**config.mk**
```make
export PLATFORM = sky130hd
export DESIGN_NAME = pulse_counter_rate_meter
export DESIGN_NICKNAME = d
export VERILOG_FILES = /design/src/design/pcrm_pkg.sv /design/src/design/pulse_counter_rate_meter.sv /design/src/design/pcrm_ctrl.sv /design/src/design/pcrm_datapath.sv
export SDC_FILE = /design/constraint.sdc
export NUM_CORES = 2
export LEC_CHECK = 0
export BUFFER_PORTS_ARGS = -buffer_cell sky130_fd_sc_hd__buf_2
export CORE_MARGIN = 2
export CORE_UTILIZATION = 40
export DETAILED_ROUTE_END_ITERATION = 8
export GPL_TIMING_DRIVEN = 0
export MAX_ROUTING_LAYER = met4
export SLEW_MARGIN = 20
export SYNTH_ARGS = -nofsm -noshare
export SYNTH_HDL_FRONTEND = slang
export SYNTH_SLANG_ARGS = --single-unit
```
**constraint.sdc**
```tcl
create_clock -name clk -period 12.1 [get_ports clk]
set_input_delay 0.605 -clock clk [delete_from_list [all_inputs] [get_ports clk]]
set_output_delay 0.605 -clock clk [all_outputs]
set_load 0.01 [all_outputs]
```
**src/design/pcrm_pkg.sv**
```systemverilog
// ----------------------------------------------------------------------------
// pcrm_pkg
// Shared types, constants and field positions for the pulse counter and
// rate meter.
// ----------------------------------------------------------------------------
package pcrm_pkg;

  // Pulse count width; the count wraps at this width.
  localparam int COUNT_W        = 32;
  // Fraction bits of the result and of the pulses-per-unit register.
  localparam int VALUE_FRAC     = 16;
  localparam int PPU_FRAC       = 16;
  localparam int SCALE_SHIFT    = PPU_FRAC + VALUE_FRAC;
  // Quotient width: unsigned Q32.VALUE_FRAC.
  localparam int QUOT_W         = 32 + VALUE_FRAC;
  // Milliseconds per second, the rate scale factor.
  localparam int MS_PER_S       = 1000;
  localparam int MS_PER_S_W     = 10;
  // In rate mode the numerator is a count times 1000, denominator elapsed times ppu.
  localparam int NUM_W          = COUNT_W + MS_PER_S_W;
  localparam int DEN_W          = 64;
  // The quotient overflows when num >= den << (QUOT_W - SCALE_SHIFT).
  localparam int OVF_SHIFT      = QUOT_W - SCALE_SHIFT;
  localparam int STEP_W         = $clog2(QUOT_W);

  localparam logic [QUOT_W-1:0] VALUE_MAX = {QUOT_W{1'b1}};

  // Stream widths and field positions.
  localparam int IN_TDATA_W     = 8;
  localparam int IN_PIN_POS     = 0;
  localparam int IN_TICK_POS    = 1;
  localparam int IN_REQ_POS     = 2;

  localparam int OUT_TDATA_W    = 120;
  localparam int OUT_VALID_POS  = QUOT_W;
  localparam int OUT_SAT_POS    = QUOT_W + 1 + 32 + 32;
  localparam int OUT_PAD_W      = OUT_TDATA_W - OUT_SAT_POS - 1;

  // Configuration port.
  localparam int CFG_IDX_W      = 2;
  localparam int CFG_DATA_W     = 32;

  typedef enum logic [CFG_IDX_W-1:0] {
    CFG_COUNT_MODE  = 2'd0,
    CFG_EDGE_SELECT = 2'd1,
    CFG_WINDOW_MS   = 2'd2,
    CFG_PPU         = 2'd3
  } cfg_idx_t;

  localparam logic [1:0] EDGE_RISE = 2'd0;
  localparam logic [1:0] EDGE_FALL = 2'd1;
  localparam logic [1:0] EDGE_BOTH = 2'd2;

  localparam logic MODE_TOTAL = 1'b0;
  localparam logic MODE_RATE  = 1'b1;

  localparam logic [15:0] WINDOW_RESET = 16'd1000;
  localparam logic [31:0] PPU_RESET    = 32'd65536;

  typedef enum logic [2:0] {
    ST_IDLE,
    ST_MUL,
    ST_CHK,
    ST_DIV,
    ST_LOAD
  } state_t;

  // Commands from the controller to the datapath.
  typedef struct packed {
    logic accept;
    logic mul;
    logic check;
    logic step;
    logic finish;
  } cmd_t;

  // Status from the datapath to the controller.
  typedef struct packed {
    logic need_div;
    logic ovf;
  } stat_t;

  // Result fields handed to the output register.
  typedef struct packed {
    logic              sat;
    logic [31:0]       raw;
    logic [31:0]       ts;
    logic [QUOT_W-1:0] value;
  } res_t;

endpackage

```
**src/design/pulse_counter_rate_meter.sv**
```systemverilog
// ----------------------------------------------------------------------------
// pulse_counter_rate_meter
// Counts edges of a sampled pin, keeps a millisecond clock and, on request,
// reports the scaled total count or the windowed rate per second.
// ----------------------------------------------------------------------------
// Sequence: an item without a request is taken while idle. A request's result
// goes to the load state without a divide (window not elapsed, zero elapsed
// time), after multiply and check on overflow, else after multiply, check and
// 48 one-bit-per-cycle divide steps. Throughput: one item per cycle while idle;
// a request holds the input until its result is loaded, plus any output wait.
// Reset (synchronous, active high) clears the FSM and loads register reset values.
module pulse_counter_rate_meter (
  input  logic                                 clk,
  input  logic                                 rst,
  // Input stream.
  input  logic                                 s_tvalid,
  output logic                                 s_tready,
  // s_tdata: [0] pin_level, [1] ms_tick, [2] sample_request, rest zero.
  input  logic [pcrm_pkg::IN_TDATA_W-1:0]      s_tdata,
  // Result stream.
  output logic                                 m_tvalid,
  input  logic                                 m_tready,
  // m_tdata: [47:0] value_q16, [48] value_valid, [80:49] timestamp_ms,
  // [112:81] raw_count, [113] saturated, [119:114] zero.
  output logic [pcrm_pkg::OUT_TDATA_W-1:0]     m_tdata,
  // Configuration write port.
  input  logic                                 cfg_we,
  input  logic [pcrm_pkg::CFG_IDX_W-1:0]       cfg_index,
  input  logic [pcrm_pkg::CFG_DATA_W-1:0]      cfg_data
);

  pcrm_pkg::cmd_t  cmd;
  pcrm_pkg::stat_t stat;
  pcrm_pkg::res_t  res;
  logic            out_free;
  logic            out_load;

  // The output register is free when empty or when its result is being
  // transferred this cycle, so a waiting result never blocks plain samples.
  assign out_free = !m_tvalid || m_tready;

  pcrm_ctrl u_ctrl (
    .clk      (clk),
    .rst      (rst),
    .s_tvalid (s_tvalid),
    .item_req (s_tdata[pcrm_pkg::IN_REQ_POS]),
    .stat     (stat),
    .out_free (out_free),
    .s_tready (s_tready),
    .cmd      (cmd),
    .out_load (out_load)
  );

  pcrm_datapath u_datapath (
    .clk            (clk),
    .rst            (rst),
    .cfg_we         (cfg_we),
    .cfg_index      (cfg_index),
    .cfg_data       (cfg_data),
    .pin_level      (s_tdata[pcrm_pkg::IN_PIN_POS]),
    .ms_tick        (s_tdata[pcrm_pkg::IN_TICK_POS]),
    .sample_request (s_tdata[pcrm_pkg::IN_REQ_POS]),
    .cmd            (cmd),
    .stat           (stat),
    .res            (res)
  );

  // Output register. The valid flag is reset; the payload is not.
  always_ff @(posedge clk) begin
    if (rst) begin
      m_tvalid <= 1'b0;
    end else if (out_load) begin
      m_tvalid <= 1'b1;
    end else if (m_tready) begin
      m_tvalid <= 1'b0;
    end
  end

  always_ff @(posedge clk) begin
    if (out_load) begin
      m_tdata <= {{pcrm_pkg::OUT_PAD_W{1'b0}}, res.sat, res.raw, res.ts, 1'b1, res.value};
    end
  end

  // A result is loaded only into a free output register.
  assert property (@(posedge clk) disable iff (rst) out_load |-> out_free)
    else $error("result loaded over a pending transfer");

  // A request item stops further input until its result is loaded.
  assert property (@(posedge clk) disable iff (rst)
    (s_tvalid && s_tready && s_tdata[pcrm_pkg::IN_REQ_POS]) |=> !s_tready)
    else $error("input accepted while a request is in progress");

  // A saturated result carries the maximum value.
  assert property (@(posedge clk) disable iff (rst)
    (m_tvalid && m_tdata[pcrm_pkg::OUT_SAT_POS]) |->
      (m_tdata[pcrm_pkg::QUOT_W-1:0] == pcrm_pkg::VALUE_MAX))
    else $error("saturated flag without maximum value");

  // Every result is marked as a valid measurement.
  assert property (@(posedge clk) disable iff (rst)
    m_tvalid |-> m_tdata[pcrm_pkg::OUT_VALID_POS])
    else $error("result without value_valid");

endmodule

```
**src/design/pcrm_ctrl.sv**
```systemverilog
// ----------------------------------------------------------------------------
// pcrm_ctrl
// Sequencer: accepts items, runs the multiply, overflow check and the
// bit-serial divide, then hands the result to the output register.
// ----------------------------------------------------------------------------
module pcrm_ctrl (
  input  logic            clk,
  input  logic            rst,
  input  logic            s_tvalid,
  input  logic            item_req,
  input  pcrm_pkg::stat_t stat,
  input  logic            out_free,
  output logic            s_tready,
  output pcrm_pkg::cmd_t  cmd,
  output logic            out_load
);

  pcrm_pkg::state_t              state;
  pcrm_pkg::state_t              state_next;
  logic [pcrm_pkg::STEP_W-1:0]   step_cnt;
  logic                          last_step;

  assign last_step = (step_cnt == '0);

  always_ff @(posedge clk) begin
    if (rst) begin
      state    <= pcrm_pkg::ST_IDLE;
      step_cnt <= '0;
    end else begin
      state <= state_next;
      if (state == pcrm_pkg::ST_CHK) begin
        step_cnt <= pcrm_pkg::STEP_W'(pcrm_pkg::QUOT_W - 1);
      end else if (state == pcrm_pkg::ST_DIV) begin
        step_cnt <= step_cnt - 1'b1;
      end
    end
  end

  always_comb begin
    state_next = state;
    unique case (state)
      pcrm_pkg::ST_IDLE: begin
        if (s_tvalid && item_req) begin
          state_next = stat.need_div ? pcrm_pkg::ST_MUL : pcrm_pkg::ST_LOAD;
        end
      end
      pcrm_pkg::ST_MUL:  state_next = pcrm_pkg::ST_CHK;
      pcrm_pkg::ST_CHK:  state_next = stat.ovf ? pcrm_pkg::ST_LOAD : pcrm_pkg::ST_DIV;
      pcrm_pkg::ST_DIV: begin
        if (last_step) begin
          state_next = pcrm_pkg::ST_LOAD;
        end
      end
      pcrm_pkg::ST_LOAD: begin
        if (out_free) begin
          state_next = pcrm_pkg::ST_IDLE;
        end
      end
      default: state_next = pcrm_pkg::ST_IDLE;
    endcase
  end

  // No transfer is taken while reset is held.
  always_comb begin
    s_tready   = (state == pcrm_pkg::ST_IDLE) && !rst;
    cmd.accept = (state == pcrm_pkg::ST_IDLE) && !rst && s_tvalid;
    cmd.mul    = (state == pcrm_pkg::ST_MUL);
    cmd.check  = (state == pcrm_pkg::ST_CHK);
    cmd.step   = (state == pcrm_pkg::ST_DIV);
    cmd.finish = (state == pcrm_pkg::ST_DIV) && last_step;
    out_load   = (state == pcrm_pkg::ST_LOAD) && out_free;
  end

endmodule

```
**src/design/pcrm_datapath.sv**
```systemverilog
// ----------------------------------------------------------------------------
// pcrm_datapath
// Configuration registers, edge counter, millisecond clock, window state,
// operand multiply and the restoring divider that forms the scaled value.
// ----------------------------------------------------------------------------
module pcrm_datapath (
  input  logic                                clk,
  input  logic                                rst,
  input  logic                                cfg_we,
  input  logic [pcrm_pkg::CFG_IDX_W-1:0]      cfg_index,
  input  logic [pcrm_pkg::CFG_DATA_W-1:0]     cfg_data,
  input  logic                                pin_level,
  input  logic                                ms_tick,
  input  logic                                sample_request,
  input  pcrm_pkg::cmd_t                      cmd,
  output pcrm_pkg::stat_t                     stat,
  output pcrm_pkg::res_t                      res
);

  // Configuration.
  logic        count_mode;
  logic [1:0]  edge_select;
  logic [15:0] window_ms;
  logic [31:0] ppu;

  // Measurement state.
  logic                          previous_pin;
  logic [pcrm_pkg::COUNT_W-1:0]  pulse_total;
  logic [31:0]                   clock_ms;
  logic [31:0]                   window_start_ms;
  logic [pcrm_pkg::COUNT_W-1:0]  window_start_count;
  logic [pcrm_pkg::QUOT_W-1:0]   held_value;
  logic                          held_saturated;
  logic [31:0]                   cap_ts;
  logic [31:0]                   cap_raw;

  // Divide operands and working registers.
  logic                          op_mode;
  logic [pcrm_pkg::COUNT_W-1:0]  op_n;
  logic [31:0]                   op_e;
  logic [pcrm_pkg::NUM_W-1:0]    num;
  logic [pcrm_pkg::DEN_W-1:0]    den;
  logic [pcrm_pkg::DEN_W-1:0]    rem;
  logic [pcrm_pkg::QUOT_W-1:0]   dq;

  logic                          edge_hit;
  logic [pcrm_pkg::COUNT_W-1:0]  total_next;
  logic [31:0]                   clock_next;
  logic [31:0]                   elapsed;
  logic [pcrm_pkg::COUNT_W-1:0]  delta;
  logic                          win_done;
  logic                          take_req;
  logic [pcrm_pkg::NUM_W-pcrm_pkg::OVF_SHIFT-1:0] num_hi;
  logic [pcrm_pkg::DEN_W:0]      trial;
  logic                          trial_ge;

  always_comb begin
    case (edge_select)
      pcrm_pkg::EDGE_RISE: edge_hit = !previous_pin && pin_level;
      pcrm_pkg::EDGE_FALL: edge_hit = previous_pin && !pin_level;
      pcrm_pkg::EDGE_BOTH: edge_hit = previous_pin != pin_level;
      default:             edge_hit = 1'b0;
    endcase
  end

  assign total_next = edge_hit ? pulse_total + 1'b1 : pulse_total;
  assign clock_next = ms_tick ? clock_ms + 1'b1 : clock_ms;
  assign elapsed    = clock_next - window_start_ms;
  assign delta      = total_next - window_start_count;
  assign win_done   = elapsed >= {16'd0, window_ms};
  assign take_req   = cmd.accept && sample_request;

  // A rate request outside its window repeats the held value, and a zero
  // elapsed time gives zero; neither needs the divider.
  assign stat.need_div = (count_mode == pcrm_pkg::MODE_TOTAL) ||
                         (win_done && (elapsed != 32'd0));

  assign num_hi   = num[pcrm_pkg::NUM_W-1:pcrm_pkg::OVF_SHIFT];
  assign stat.ovf = pcrm_pkg::DEN_W'(num_hi) >= den;

  assign trial    = {rem, dq[pcrm_pkg::QUOT_W-1]};
  assign trial_ge = trial >= {1'b0, den};

  always_ff @(posedge clk) begin
    if (rst) begin
      count_mode  <= pcrm_pkg::MODE_TOTAL;
      edge_select <= pcrm_pkg::EDGE_RISE;
      window_ms   <= pcrm_pkg::WINDOW_RESET;
      ppu         <= pcrm_pkg::PPU_RESET;
    end else if (cfg_we) begin
      unique case (cfg_index)
        pcrm_pkg::CFG_COUNT_MODE:  count_mode  <= cfg_data[0];
        pcrm_pkg::CFG_EDGE_SELECT: edge_select <= cfg_data[1:0];
        pcrm_pkg::CFG_WINDOW_MS:   window_ms   <= cfg_data[15:0];
        pcrm_pkg::CFG_PPU: begin
          if (cfg_data != '0) begin
            ppu <= cfg_data;
          end
        end
        default: ;
      endcase
    end
  end

  always_ff @(posedge clk) begin
    if (rst) begin
      previous_pin       <= 1'b0;
      pulse_total        <= '0;
      clock_ms           <= '0;
      window_start_ms    <= '0;
      window_start_count <= '0;
      held_value         <= '0;
      held_saturated     <= 1'b0;
    end else begin
      if (cmd.accept) begin
        previous_pin <= pin_level;
        pulse_total  <= total_next;
        clock_ms     <= clock_next;
      end
      if (take_req && (count_mode == pcrm_pkg::MODE_RATE) && win_done) begin
        window_start_ms    <= clock_next;
        window_start_count <= total_next;
        if (elapsed == 32'd0) begin
          held_value     <= '0;
          held_saturated <= 1'b0;
        end
      end
      if (cmd.check && stat.ovf) begin
        held_value     <= pcrm_pkg::VALUE_MAX;
        held_saturated <= 1'b1;
      end
      if (cmd.finish) begin
        held_value     <= {dq[pcrm_pkg::QUOT_W-2:0], trial_ge};
        held_saturated <= 1'b0;
      end
    end
  end

  // Operand capture, multiply and divider steps.
  always_ff @(posedge clk) begin
    if (take_req) begin
      cap_ts  <= clock_next;
      cap_raw <= total_next;
      op_mode <= count_mode;
      op_n    <= (count_mode == pcrm_pkg::MODE_RATE) ? delta : total_next;
      op_e    <= elapsed;
    end
    if (cmd.mul) begin
      if (op_mode == pcrm_pkg::MODE_RATE) begin
        num <= pcrm_pkg::NUM_W'(op_n) * pcrm_pkg::NUM_W'(pcrm_pkg::MS_PER_S);
        den <= pcrm_pkg::DEN_W'(op_e) * pcrm_pkg::DEN_W'(ppu);
      end else begin
        num <= pcrm_pkg::NUM_W'(op_n);
        den <= pcrm_pkg::DEN_W'(ppu);
      end
    end
    if (cmd.check) begin
      rem <= pcrm_pkg::DEN_W'(num_hi);
      dq  <= {num[pcrm_pkg::OVF_SHIFT-1:0], {pcrm_pkg::SCALE_SHIFT{1'b0}}};
    end
    if (cmd.step) begin
      rem <= trial_ge ? pcrm_pkg::DEN_W'(trial - {1'b0, den})
                      : pcrm_pkg::DEN_W'(trial);
      dq  <= {dq[pcrm_pkg::QUOT_W-2:0], trial_ge};
    end
  end

  assign res.value = held_value;
  assign res.sat   = held_saturated;
  assign res.ts    = cap_ts;
  assign res.raw   = cap_raw;

endmodule
```
==> run_results.csv <==
group,metric,value,unit
critical_path,crit-reg2reg-launch,"u_datapath.ppu[8]$_SDFFE_PP0P_",
critical_path,cp_max_fo,10,
pwr,leakagePower,0.0360,uW
die,fp-row-count,157,
routing,drt.antenna.violating_nets,0,
critical_path,reg2reg_to,"u_datapath.den[63]$_SDFFCE_PN0P_",
global_route,grt_pass1_wl,368,mm
routing,drcViolationCount,0,
routing,drt_iter0_markers,4794,
critical_path,critical_path.most_common_cell,"fa_1",
job,max_cap_violations,0,
final_layout,nets,9562,
critical_path,r2r_slack,2.37,ns
timing,finalSetupViolations,0,
clocking,clock_tree_from_tritoncts,"yes",
global_route,global_route_usage_over_all_layers,0.272,
routing,route.final.wire_length,248,mm
clocking,cts_root_buffer,"clkbuf_16",
critical_path,crit_path_end,"u_datapath.den[63]$_SDFFCE_PN0P_",
timing,smallest_hold_slack,0.168,ns
global_route,gr_overflow_total,0,
timing,period_share,0.804,
die,ioPinCount,169,
timing,slew_viol_final,0,
synth,ys_seq_elements,699,
die,floorplan.die_area,0.188,mm2
place,port_buffers,156,
synth,synth.yosys.warnings,0,
pwr,power_density,123,mW/mm2
clocking,cts.htree.levels,3,
critical_path,critPathCaptureType,"flop",
routing,num_vias,56713,
clocking,clk_latency,0.71,ns
critical_path,slowest_delay,0.89,ns
clocking,post_cts_resize_count,0,
clocking,ctsHoldBuffers,0,
clocking,ctsLongestPathBuffers,3,
synth,netlist_area,0.0739,mm2
timing,fmaxAchievable,103,MHz
run_status,outcome,"finished clean",
die,core_region_area,0.183,mm2
global_route,grt_start_max_net_pins,84,
timing,tightest_slew,1.24,ns
synth,avgSynthCellArea,9.57,um2
synth,synth-edff-count,460,
place,dp_hpwl,204,mm
timing,setup_repair_after_global_routing_missed_its_margin,"false",
pwr,irDropWorstVdd,120,uV
routing,vias_per_cell,5.39,
place,place_inst,10361,
critical_path,critical_path.slowest_cell,"dfxtp_1",
synth,synth-async-reset-ratio,0,
synth,dominantRegCellSynth,"edfxtp_1",
critical_path,cp_data_required_time,12.52,ns
clocking,cts_num_sinks,699,
routing,drtPass1Iterations,5,
die,die_h,434,um
clocking,tritoncts.num_buffers,78,
critical_path,worst_path_cell_chain,"clkbuf_1, and2_1, fa_1, fa_1, inv_1, fa_1, fa_1, inv_1, fa_1, fa_1, fa_1, fa_1, ha_1, nand2_1, o21ai_0, a211oi_1, o21ai_0, o22ai_1, a21oi_1, a21oi_1, o41ai_1, a31oi_1, nor3_1, nor3b_1",
timing,hold_viol,0,
routing,detail_route.wl_per_cell,23.6,um
clocking,clk_pin_slew_worst_paths,0.06,ns
die,fp.dieW,434,um
final_layout,drive_above_1_share,0.0509,
critical_path,setup.worst_path.start_class,"flop",
final_layout,area_delta_synth_final,9.18,%
global_route,antenna_found_initial,25,
pwr,power.total,9920,uW
final_layout,filler_free_cell_count_of_the_finished_design,10522,
timing,slew_headroom,0.174,
die,initial_core_util,0.403,
worst_hold_path,worstHoldPathType,"in -> reg",
critical_path,path_class,"reg -> reg",
critical_path,worst_setup_path_startpoint,"u_datapath.ppu[8]$_SDFFE_PP0P_",
clocking,post-cts-setup-buffers,0,
final_layout,utilization,0.440,
critical_path,depth_of_the_most_critical_reg_to_reg_path,24,
timing,setup-tns-final,0,ns
synth,unique_cell_type_count_in_the_yosys_netlist,87,
worst_hold_path,min_path_cells,3,
timing,clock_skew,0.0573,ns
synth,portion_of_the_post_synthesis_area_used_by_sequential_elements,0.252,
synth,synth_cells,7725,
critical_path,arrival_time_of_the_worst_setup_path,10.14,ns
global_route,grt_pass1_vias,57664,
place,place_congestion,1.06,
timing,period_needed,9.73,ns
-- cells in the final DEF, fill, tap and decap left out, drive strengths merged, types with 49 or more instances in the layout --
cell / count
a21o: 188
a21oi: 429
and2: 617
and3: 73
buf: 206
clkbuf: 465
dfxtp: 239
edfxtp: 460
fa: 1017
ha: 521
inv: 1247
mux2: 49
mux2i: 51
nand2: 763
nand3: 180
nand4: 55
nor2: 347
nor3: 58
o21ai: 243
xnor2: 173
xor2: 116
-- registers in the layout (all words and copies together), names as in the netlist, 2 cells and up --
signal and cells:
u_datapath.den 64, u_datapath.cap_ts 32, u_datapath.op_e 32, u_datapath.window_start_ms 32, u_ctrl.state 3, u_datapath.ppu 32
u_datapath.op_n 32, u_datapath.dq 48, u_datapath.window_start_count 32, u_datapath.rem 64, u_datapath.window_ms 16, u_datapath.held_value 48
u_datapath.cap_raw 32, u_datapath.edge_select 2, u_datapath.clock_ms 32, u_datapath.num 42, m_tdata 113, u_ctrl.step_cnt 6
u_datapath.pulse_total 32
-- metrics by stage --
| stage | setup WS (ns) | cell area, um2 |
|---|---|---|
| floorplan | 4.53 | 73900 |
| global placement | 1.91 | 77800 |
| detailed placement | 2.42 | 78100 |
| CTS | 2.45 | 80700 |
| global route | 2.14 | 80700 |
| finish | 2.37 | 80700 |
-- worst max-delay path, delay by kind of cell (launching register included) --
kind / cells / cell delay [ns]
AOI/OAI and AO/OA: 8 / 2.57
buffers and inverters: 3 / 0.90
and+or+nand+nor: 4 / 0.66
adders and majority gates: 9 / 4.42
DFF: 1 / 0.89
-- synthesized netlist by cell type (6+ instances only) --
cell type | number | share of area
inv_1 | 1241 | 0.063
fa_1 | 1017 | 0.28
nand2_1 | 763 | 0.039
and2_1 | 615 | 0.052
ha_1 | 521 | 0.088
edfxtp_1 | 460 | 0.19
a21oi_1 | 420 | 0.028
clkbuf_1 | 358 | 0.018
nor2_1 | 347 | 0.018
o21ai_0 | 241 | 0.016
dfxtp_1 | 239 | 0.065
a21o_1 | 188 | 0.019
nand3_1 | 180 | 0.012
xnor2_1 | 173 | 0.020
xor2_1 | 116 | 0.014
and3_1 | 73 | 0.0062
nor3_1 | 57 | 0.0039
nand4_1 | 55 | 0.0047
mux2i_1 | 51 | 0.0069
mux2_2 | 49 | 0.0075
or3_1 | 44 | 0.0037
a31oi_1 | 41 | 0.0035
a211oi_1 | 40 | 0.0041
nand2b_1 | 35 | 0.0030
o21bai_1 | 35 | 0.0036
nor2b_1 | 34 | 0.0029
o21a_1 | 33 | 0.0034
nor4_1 | 31 | 0.0026
buf_1 | 16 | 0.00081
nand3b_1 | 16 | 0.0016
o211ai_1 | 16 | 0.0016
o31ai_1 | 14 | 0.0014
a311oi_1 | 11 | 0.0013
buf_2 | 11 | 0.00074
o22ai_1 | 10 | 0.00085
a211o_1 | 9 | 0.0011
a21oi_2 | 9 | 0.0011
a41oi_1 | 9 | 0.0011
or4_1 | 9 | 0.00091
a221o_1 | 8 | 0.0011
a221oi_1 | 8 | 0.00095
nor3b_1 | 8 | 0.00081
buf_4 | 7 | 0.00071
o211a_1 | 6 | 0.00081
-- layout make-up --
class / instances / area [um2]
antenna: 16 / 40.0
sequential: 699 / 18600
clock inverter: 39 / 414
timing repair buffer: 167 / 1000
buffer: 398 / 1580
tap: 2464 / 3080
clock buffer: 106 / 2180
multi-input combinational: 5390 / 49100
fill: 17723 / 103000
inverter: 1243 / 4680
-- report_power, final --
| part | leakage, uW | total (uW) | internal [uW] | switching [uW] |
|---|---|---|---|---|
| clock | 0.00127 | 2410 | 1370 | 1040 |
| sequential | 0.00615 | 2860 | 2750 | 111 |
| combinational | 0.0286 | 4650 | 1800 | 2850 |
-- worst min-delay path by stage --
stage	from	slack [ns]	endpoint
2_1_floorplan	u_datapath.cap_raw[19]$_DFFE_PP_	0.40	m_tdata[100]$_DFFE_PP_
3_3_place_gp	u_datapath.cap_raw[2]$_DFFE_PP_	0.40	m_tdata[83]$_DFFE_PP_
3_5_place_dp	u_datapath.cap_raw[25]$_DFFE_PP_	0.40	m_tdata[106]$_DFFE_PP_
4_1_cts	cfg_data[10]	0.13	u_datapath.window_ms[10]$_SDFFE_PP0P_
5_1_grt	cfg_data[2]	0.16	u_datapath.window_ms[2]$_SDFFE_PP0P_
6_report	cfg_data[2]	0.17	u_datapath.window_ms[2]$_SDFFE_PP0P_
-- layer usage --
metal | global-route usage | up-vias | wire length [um]
met5 | - | - | 0
met4 | 0.114 | 0 | 11900
met3 | 0.0558 | 511 | 22000
met2 | 0.412 | 2449 | 111000
met1 | 0.354 | 28305 | 103000
li1 | - | 25448 | -
-- logic make-up (layout without fill, tap and decap cells) --
logic type | after synthesis | in the layout | share of synthesized area
AND/OR/NAND/NOR | 2294 | 2294 | 0.154
buffers and inverters | 1641 | 1953 | 0.0844
adder cells (fa/ha/maj) | 1538 | 1538 | 0.364
AO/OA/AOI/OAI | 1162 | 1162 | 0.0976
flip-flops | 699 | 699 | 0.252
XOR/XNOR | 289 | 289 | 0.0342
multiplexers | 100 | 100 | 0.0144
other | 2 | 23 | 0.000102
Note: power is estimated with default switching activity, not from simulation.
